## src/rtl/ttb_pkg.sv

```systemverilog
// ---------------------------------------------------------------------------
// ttb_pkg
// Shared types and constants for the per-triangle tangent/bitangent core.
// ---------------------------------------------------------------------------
package ttb_pkg;

    localparam int COORD_WIDTH_DEF = 32;
    localparam int FRAC_BITS_DEF   = 16;
    localparam int NUM_LANES       = 6;
    localparam int NUM_DELTAS      = 10;
    localparam int NUM_ACCS        = 7;

    // delta slots
    localparam int D_DU1 = 0;
    localparam int D_DV1 = 1;
    localparam int D_DU2 = 2;
    localparam int D_DV2 = 3;
    localparam int D_E1  = 4;
    localparam int D_E2  = 7;

    // product terms; pairs share an accumulator: even loads, odd subtracts
    typedef enum logic [3:0] {
        TERM_DET_A  = 4'd0,
        TERM_DET_B  = 4'd1,
        TERM_TN_X_A = 4'd2,
        TERM_TN_X_B = 4'd3,
        TERM_TN_Y_A = 4'd4,
        TERM_TN_Y_B = 4'd5,
        TERM_TN_Z_A = 4'd6,
        TERM_TN_Z_B = 4'd7,
        TERM_BN_X_A = 4'd8,
        TERM_BN_X_B = 4'd9,
        TERM_BN_Y_A = 4'd10,
        TERM_BN_Y_B = 4'd11,
        TERM_BN_Z_A = 4'd12,
        TERM_BN_Z_B = 4'd13
    } term_t;

    typedef enum logic [2:0] {
        ST_IDLE,
        ST_MUL,
        ST_DRAIN,
        ST_CHECK,
        ST_DIV,
        ST_OUT
    } ctrl_state_t;

    typedef struct packed {
        logic  hold1;
        logic  hold2;
        logic  capture;
        logic  mul_valid;
        term_t term;
        logic  div_load;
        logic  div_step;
        logic  load_out;
    } ttb_cmd_t;

    typedef struct packed {
        logic det_zero;
        logic out_free;
    } ttb_status_t;

endpackage

```

## src/rtl/ttb_ctrl.sv

```systemverilog
// ---------------------------------------------------------------------------
// ttb_ctrl
// Sequencer: corner counting, product term issue, divider steps, result load.
// ---------------------------------------------------------------------------
module ttb_ctrl #(
    parameter int COORD_WIDTH = ttb_pkg::COORD_WIDTH_DEF
) (
    input  logic                 clk,
    input  logic                 rst_n,
    input  logic                 in_valid,
    output logic                 in_ready,
    input  ttb_pkg::ttb_status_t status,
    output ttb_pkg::ttb_cmd_t    cmd
);
    import ttb_pkg::*;

    localparam int DCW = $clog2(COORD_WIDTH + 2);

    ctrl_state_t    state_reg, state_next;
    logic [1:0]     corner_reg, corner_next;
    term_t          term_reg, term_next;
    logic [DCW-1:0] div_cnt_reg, div_cnt_next;

    always_ff @(posedge clk or negedge rst_n)
    begin
        if (!rst_n)
        begin
            state_reg   <= ST_IDLE;
            corner_reg  <= '0;
            term_reg    <= TERM_DET_A;
            div_cnt_reg <= '0;
        end
        else
        begin
            state_reg   <= state_next;
            corner_reg  <= corner_next;
            term_reg    <= term_next;
            div_cnt_reg <= div_cnt_next;
        end
    end

    always_comb
    begin
        state_next    = state_reg;
        corner_next   = corner_reg;
        term_next     = term_reg;
        div_cnt_next  = div_cnt_reg;
        in_ready      = 1'b0;
        cmd           = '0;
        cmd.term      = term_reg;

        case (state_reg)
            ST_IDLE:
            begin
                in_ready = 1'b1;
                if (in_valid)
                begin
                    case (corner_reg)
                        2'd1:
                        begin
                            cmd.hold2   = 1'b1;
                            corner_next = 2'd2;
                        end
                        2'd2:
                        begin
                            cmd.capture = 1'b1;
                            corner_next = 2'd0;
                            term_next   = TERM_DET_A;
                            state_next  = ST_MUL;
                        end
                        default:
                        begin
                            cmd.hold1   = 1'b1;
                            corner_next = 2'd1;
                        end
                    endcase
                end
            end
            ST_MUL:
            begin
                cmd.mul_valid = 1'b1;
                if (term_reg == TERM_BN_Z_B)
                    state_next = ST_DRAIN;
                else
                    term_next = term_t'(4'(term_reg + 4'd1));
            end
            ST_DRAIN:
                state_next = ST_CHECK;
            ST_CHECK:
            begin
                cmd.div_load = 1'b1;
                div_cnt_next = '0;
                state_next   = status.det_zero ? ST_OUT : ST_DIV;
            end
            ST_DIV:
            begin
                cmd.div_step = 1'b1;
                div_cnt_next = DCW'(div_cnt_reg + 1'b1);
                if (div_cnt_reg == DCW'(COORD_WIDTH))
                    state_next = ST_OUT;
            end
            ST_OUT:
            begin
                if (status.out_free)
                begin
                    cmd.load_out = 1'b1;
                    state_next   = ST_IDLE;
                end
            end
            default:
                state_next = ST_IDLE;
        endcase
    end

endmodule

```

## config.mk

```make
export PLATFORM = sky130hd
export DESIGN_NAME = ttb_ctrl
export DESIGN_NICKNAME = d
export VERILOG_FILES = /design/src/rtl/ttb_pkg.sv /design/src/rtl/ttb_ctrl.sv
export SDC_FILE = /design/constraint.sdc
export NUM_CORES = 1
export LEC_CHECK = 0
export BUFFER_PORTS_ARGS = -buffer_cell sky130_fd_sc_hd__buf_2
export CORE_MARGIN = 1
export CORE_UTILIZATION = 30
export DETAILED_ROUTE_END_ITERATION = 6
export PLACE_DENSITY = 0.56
export SLEW_MARGIN = 10
export SYNTH_ARGS = -nofsm -noshare
export SYNTH_HDL_FRONTEND = slang
export SYNTH_SLANG_ARGS = --single-unit
```

## constraint.sdc

```tcl
create_clock -name clk -period 4.63 [get_ports clk]
set_input_delay 0.463 -clock clk [delete_from_list [all_inputs] [get_ports clk]]
set_output_delay 0.463 -clock clk [all_outputs]
set_load 0.005 [all_outputs]
```

# Word level (Yosys, flattened, before mapping)

Cells that the tools add are included.

Register bits: 15
Input port bits: 5
Output and inout port bits: 12
Word-level logic and storage cells: 52

Add/subtract/negate cells: 2
Eq/ne operators: 15
Mux-type cells: 24
Reductions and logical operators: 7

Operator list:

| cell                                                                     | count |
|---|---|
| 3-bit two-way mux                                                        | 7 |
| 3-bit case mux with 6 select lines                                       | 1 |
| 4-bit two-way mux                                                        | 3 |
| 6-bit case mux with 2 select lines                                       | 1 |
| 1-bit two-way mux                                                        | 10 |
| 2-bit inequality test (second input constant)                            | 5 |
| 4-bit case mux with 2 select lines                                       | 1 |
| 6-bit by 1-bit adder with 6-bit output (second input constant)           | 1 |
| 3-bit by 2-bit == test with 1-bit output (second input constant)         | 2 |
| 3-bit == test (second input constant)                                    | 2 |
| 6-bit == test (second input constant)                                    | 1 |
| 5-bit AND reduction                                                      | 1 |
| 4-bit by 1-bit adder with 4-bit output (second input constant)           | 1 |
| 4-bit == test (second input constant)                                    | 1 |
| 2-bit case mux with 2 select lines                                       | 1 |
| 4-bit AND reduction                                                      | 1 |
| 2-bit nonzero test                                                       | 2 |
| 3-bit by 1-bit == test with 1-bit output (second input constant)         | 1 |
| 3-bit logical NOT                                                        | 1 |
| 2-bit by 1-bit == test with 1-bit output (second input constant)         | 1 |
| 2-bit == test (second input constant)                                    | 1 |
| 2-bit by 1-bit inequality test with 1-bit output (second input constant) | 1 |
| 2-bit AND reduction                                                      | 1 |
| 2-bit OR reduction                                                       | 1 |

# Depth between registers and ports, before layout

Gate-level depths: netlist of run 1.

Word-level depth: 5
Gate-level depth with buffers: 6
Depth with buffers taken out: 5

# Worst setup path after synthesis of run 1

OpenSTA, ideal clock, no wires.

Path type: flip-flop to output port
From: register state_reg[1]
To: output port cmd[8] in the netlist's numbering
Data arrival time: 1149 ps
Required time: 4167 ps
Setup slack: 3018 ps
Cell stages (with the launch flop): 4
Buffers on the path: 1
Path through: dfrtp_1 > buf_6 > nor4b_2 > and2_1

RTL lines:

| what                   | line           | RTL |
|---|---|---|
| from (decl)            | ttb_ctrl.sv:19 | `ctrl_state_t state_reg, state_next;` |
| from (signal assigned) | ttb_ctrl.sv:35 | `state_reg <= state_next;` |
| to (decl)              | ttb_ctrl.sv:13 | `output ttb_pkg::ttb_cmd_t cmd` |

==> results.yml, run 1 <==
clock_tree:
  cts_resized: 0
  cts_made_buffers: 3
  clock-root-buffer: "clkbuf_4"
  post_cts_buffers: 0
  clk_latency_ns: 0.29
  cts.sinks: 15
  cts_buffer_depth: 2
  clk_pin_slew_ns: 0.10
  hold_buffers: 0
  cts_tree: "done"
  htree_levels: 1
timing:
  tns_ns: 0
  finalCritPeriodShare_pct: 47.0
  setup_viol: 0
  finalHoldWorstSlack_ns: 0.0607
  worst_slew_pin_slew_ns: 0.595
  final-hold-violation-count: 0
  fin_skew_ns: 0.00359
  drv_slew: 0
  rsz0062_at_grt: "false"
  slew_headroom_pct: 60.2
  period_needed_ns: 2.18
  max_clock_freq_mhz: 459
routing:
  routed_via_density: 5.11
  drtIter0Drc: 26
  num_vias: 700
  first_pass_iters: 4
  avgRoutedWirePerCell_microns: 12.3
  drc: 0
  postRouteAntennaNets: 0
  drt-total-wl_mm: 1.69
final_layout:
  insertedDiodeCount: 0
  multi_input_area_sq_um: 449
  seq_area_sq_um: 375
  final.fill_count: 288
  drive_above_1_share_pct: 23.6
  layout_commonest_cell: "buf_2"
  largest_reg_flops: 6
  final_cell_mix: "buf_2 (16), dfrtp_1 (15), inv_1 (10), nand2_1 (8), ha_1 (7)"
  final_nets: 119
  areaGrowthSynthToFinish_pct: 13.2
setup_path:
  max_stage_delay_ns: 0.59
  reg2reg_from: "state_reg[2]"
  cp_top_family: "simple AND/OR/NAND/NOR gates"
  reg2reg_to: "term_reg[0]"
  cp_data_required_time_ns: 4.17
  path_class: "reg2out"
  crit_chain: "nor4b_2, and2_1, buf_2"
  worstPathArrival_ns: 1.71
  crit_slowest_cell: "nor4b_2"
  cp-end-kind: "primary output"
  path_max_fanout: 12
  critPathLaunchType: "flop"
  path_buf_inv: 1
  rr_worst_depth: 3
  reg2reg_setup_slack_ns: 2.91
worst_hold_path:
  hp-class: "in2async"
die:
  chipHeight_microns: 56.5
  row_count: 19
  io_pins: 17
  die_w_microns: 56.5
  start_util_pct: 32.0
  core_area_sq_um: 2780
  dieArea_sq_um: 3190
global_route:
  antenna_found_initial: 0
  grt_usage_pct: 12.6
  grt_pass1_wl_mm: 3.13
  grt_pass1_vias: 675
  grt_start_max_net_pins: 16
  overflow: 0
synthesis:
  synth.area.top_cells: "dfrtp_1 (42%), ha_1 (9.8%), inv_1 (4.2%)"
  yosysSeqAreaShare_pct: 42.1
  yosys.area.top_type: "dfrtp_1"
  ys.warnings.count: 0
  synthCells: 90
  synth_top_area_share_pct: 42.1
  syn-cell-area_sq_um: 891
  syn_avg_cell_area_sq_um: 9.90
  synth_seq_cells: 15
  ys_types: 38
  synthesis.nets: 102
flow_run:
  drv_cap: 0
power:
  p_leak_nw: 0.503
  powerDensity_nw_per_um2: 554
  max-vdd-ir-drop_uv: 339
placement:
  place.gp.congestion: 0.756
  dp_hpwl_mm: 1.25
  port_buffers: 16
status:
  outcome: "complete, no violations"
## cell type report
class	instances	area share (%)
clock buffer	3	2.23
clock inverter	1	0.496
inverter	10	3.72
multi-input combinational	61	44.5
sequential	15	37.2
tap	31	3.85
timing repair buffer	16	7.94
## per-layer routing
layer	up-vias	wire length (microns)	track usage, %
met2	20	726	17.8
met4	0	0	2.09
met3	0	119	5.53
met1	328	839	17.8
li1	352	-	-
met5	-	0	0
## how the worst max path moves through the flow
stage,start,endpoint,slack (ns),depth (start not counted)
global route,state_reg[2],cmd[10],2.23,3
detailed placement,state_reg[2],cmd[8],2.75,3
CTS,state_reg[2],cmd[8],2.42,3
floorplan,state_reg[1],cmd[8],3.02,3
global placement,state_reg[2],cmd[8],2.79,3
finish,state_reg[2],cmd[8],2.45,3
## Yosys cell counts
cell type,count
dfrtp_1,15
inv_1,10
nand2_1,8
ha_1,7
and2_1,4
nand3_1,4
nor3_1,4
a21oi_1,3
mux2_2,3
o21ai_0,3
mux2i_1,2
a211o_1,1
a211oi_1,1
a22o_1,1
a22oi_1,1
a31o_2,1
a31oi_1,1
and3_1,1
and4b_1,1
buf_2,1
buf_4,1
buf_6,1
clkbuf_2,1
nand2b_1,1
nand3b_1,1
nand4_1,1
nor2_1,1
nor3b_1,1
nor4b_2,1
o2111ai_1,1
o211ai_1,1
o21bai_1,1
o311ai_0,1
o31ai_1,1
o41ai_1,1
or3_1,1
or3b_1,1
xnor2_1,1
## cells by family after synthesis
logic type / after synthesis / share of synthesized area [%]
flops: 15 / 42.1
buf+inv: 14 / 7.44
simple gates: 30 / 19.4
mux: 5 / 6.04
fa+ha+maj: 7 / 9.83
xor+xnor: 1 / 0.983
compound gates: 18 / 14.2
## through the flow
step | cells | worst slack [ns] | power [mW] | instance area [sq um] | utilization [%]
floorplan | 90 | 3.02 | 0.419 | 891 | -
global placement | 133 | 2.79 | 0.482 | 981 | 35.3
detailed placement | 133 | 2.75 | 0.489 | 981 | 35.3
CTS | 137 | 2.42 | 0.569 | 1010 | 36.3
global route | 137 | 2.23 | 0.627 | 1010 | 36.3
finish | 137 | 2.45 | 0.559 | 1010 | 36.3
## power by group
group / internal, mW / switching [mW] / total [mW]
Combinational: 0.123 / 0.120 / 0.242
Clock: 0.0321 / 0.0453 / 0.0774
Sequential: 0.176 / 0.0631 / 0.239
Total: 0.331 / 0.228 / 0.559
No activity file was read; power rests on OpenSTA's default activity.
==> run 2, diff against run 1 <==
==> constraint.sdc (replaced) <==
create_clock -name clk -period 2.3 [get_ports clk]
set_input_delay 0.23 -clock clk [delete_from_list [all_inputs] [get_ports clk]]
set_output_delay 0.23 -clock clk [all_outputs]
set_load 0.005 [all_outputs]
==> run 2 against run 1 <==
Sequential share of layout area decreased by 0.32 points. Total power increased by 100%. Global-route usage increased by 0.57 points. Final cell count increased by 0.73%.
==> results.yml, run 2 (same netlist as run 1, synthesis figures left out) <==
status:
  outcome: "complete, no violations"
power:
  max-vdd-ir-drop_uv: 569
  p_leak_nw: 0.504
  powerDensity_nw_per_um2: 1110
routing:
  num_vias: 697
  drtIter0Drc: 35
  drc: 0
  routed_via_density: 5.05
  drt-total-wl_mm: 1.81
  first_pass_iters: 4
  avgRoutedWirePerCell_microns: 13.1
  postRouteAntennaNets: 0
clock_tree:
  cts.sinks: 15
  clock-root-buffer: "clkbuf_4"
  cts_tree: "done"
  clk_pin_slew_ns: 0.08
  cts_buffer_depth: 2
  htree_levels: 1
  cts_resized: 0
  clk_latency_ns: 0.28
  cts_made_buffers: 3
placement:
  dpl_worst_slack_ns: 0.556
  port_buffers: 16
  dp_hpwl_mm: 1.34
  place.gp.congestion: 0.745
setup_path:
  rr_worst_depth: 3
  worstPathArrival_ns: 1.75
  reg2reg_to: "term_reg[0]"
  max_stage_delay_ns: 0.62
  cp-end-kind: "primary output"
  path_class: "reg2out"
  reg2reg_from: "state_reg[2]"
  critPathLaunchType: "flop"
  crit_chain: "nor4b_2, and2_1, buf_2"
  crit_slowest_cell: "nor4b_2"
  cp_data_required_time_ns: 2.07
  reg2reg_setup_slack_ns: 0.58
  path_buf_inv: 1
  cp_top_family: "simple AND/OR/NAND/NOR gates"
  path_max_fanout: 12
global_route:
  overflow: 0
  grt_start_max_net_pins: 16
  antenna_found_initial: 0
  grt_pass1_vias: 661
  grt_pass1_wl_mm: 3.28
  grt_usage_pct: 13.1
die:
  die_w_microns: 56.5
  start_util_pct: 32.0
  row_count: 19
  chipHeight_microns: 56.5
  io_pins: 17
  dieArea_sq_um: 3190
  core_area_sq_um: 2780
timing:
  period_needed_ns: 1.98
  tns_ns: 0
  rsz0062_at_grt: "false"
  worst_slew_pin_slew_ns: 0.593
  finalCritPeriodShare_pct: 86.0
  final-hold-violation-count: 0
  drv_slew: 0
  slew_headroom_pct: 60.4
  finalHoldWorstSlack_ns: 0.199
  setup_viol: 0
  max_clock_freq_mhz: 506
  fin_skew_ns: 0.00913
  setup_slack_ns: 0.322
flow_run:
  drv_cap: 0
final_layout:
  layout_commonest_cell: "buf_2"
  multi_input_area_sq_um: 449
  final.fill_count: 299
  final_nets: 120
  final_util_pct: 36.6
  drive_above_1_share_pct: 22.4
  insertedDiodeCount: 0
  seq_area_sq_um: 375
  areaGrowthSynthToFinish_pct: 14.2
  final_cell_mix: "buf_2 (16), dfrtp_1 (15), inv_1 (10), nand2_1 (8), ha_1 (7)"
  largest_reg_flops: 6
worst_hold_path:
  hold_depth: 3
  min_to: "state_reg[0]"
  hp-class: "in2reg"
  hold_start: "status[1]"
[run 2: where the power goes]
part | internal, mW | switching (mW)
Clock | 0.0673 | 0.0830
Sequential | 0.355 | 0.131
Combinational | 0.246 | 0.245
[run 2: worst max-delay path by stage]
stage	start	endpoint	cells past startpoint
detailed placement	state_reg[2]	term_reg[0]	3
global placement	state_reg[2]	term_reg[0]	3
finish	state_reg[2]	cmd[8]	3
CTS	state_reg[2]	cmd[8]	3
global route	state_reg[2]	cmd[8]	3
floorplan	state_reg[1]	div_cnt_reg[5]	5
[run 2: metal layers]
layer / GRT usage (%) / share of wire, % / vias to the layer above
met1: 19.4 / 52 / 323
li1: - / - / 351
met3: 5.07 / 5.2 / 2
met4: 1.05 / 0.44 / 0
met5: 0 / 0 / -
met2: 18.8 / 43 / 21
[run 2: area by class of cell]
type,instances,share of cell area [%]
inverters,10,3.69
clock buffers,4,2.58
flip-flops and latches,15,36.9
well taps,31,3.81
repair buffers,17,8.86
multi-input cells,61,44.2
[run 2: through the flow]
| stage | power, mW | instances | instance area (sq um) |
|---|---|---|---|
| final | 1.13 | 138 | 1020 |
| after detailed placement | 0.990 | 133 | 981 |
| after global routing | 1.26 | 138 | 1020 |
| after global placement | 0.968 | 133 | 981 |
| after CTS | 1.15 | 138 | 1020 |
| after floorplan | 0.844 | 90 | 891 |
[run 2: tightest hold or removal path: stages]
cell      delay (ns)
buf_2           0.08
nand2_1         0.04
o211ai_1        0.08
[run 2: timing repair]
item                                    CTS  global route
buffers inserted                          0             0
hold buffers                              1             0
endpoints found under the setup margin    0             0
hold endpoints to repair                 15             0
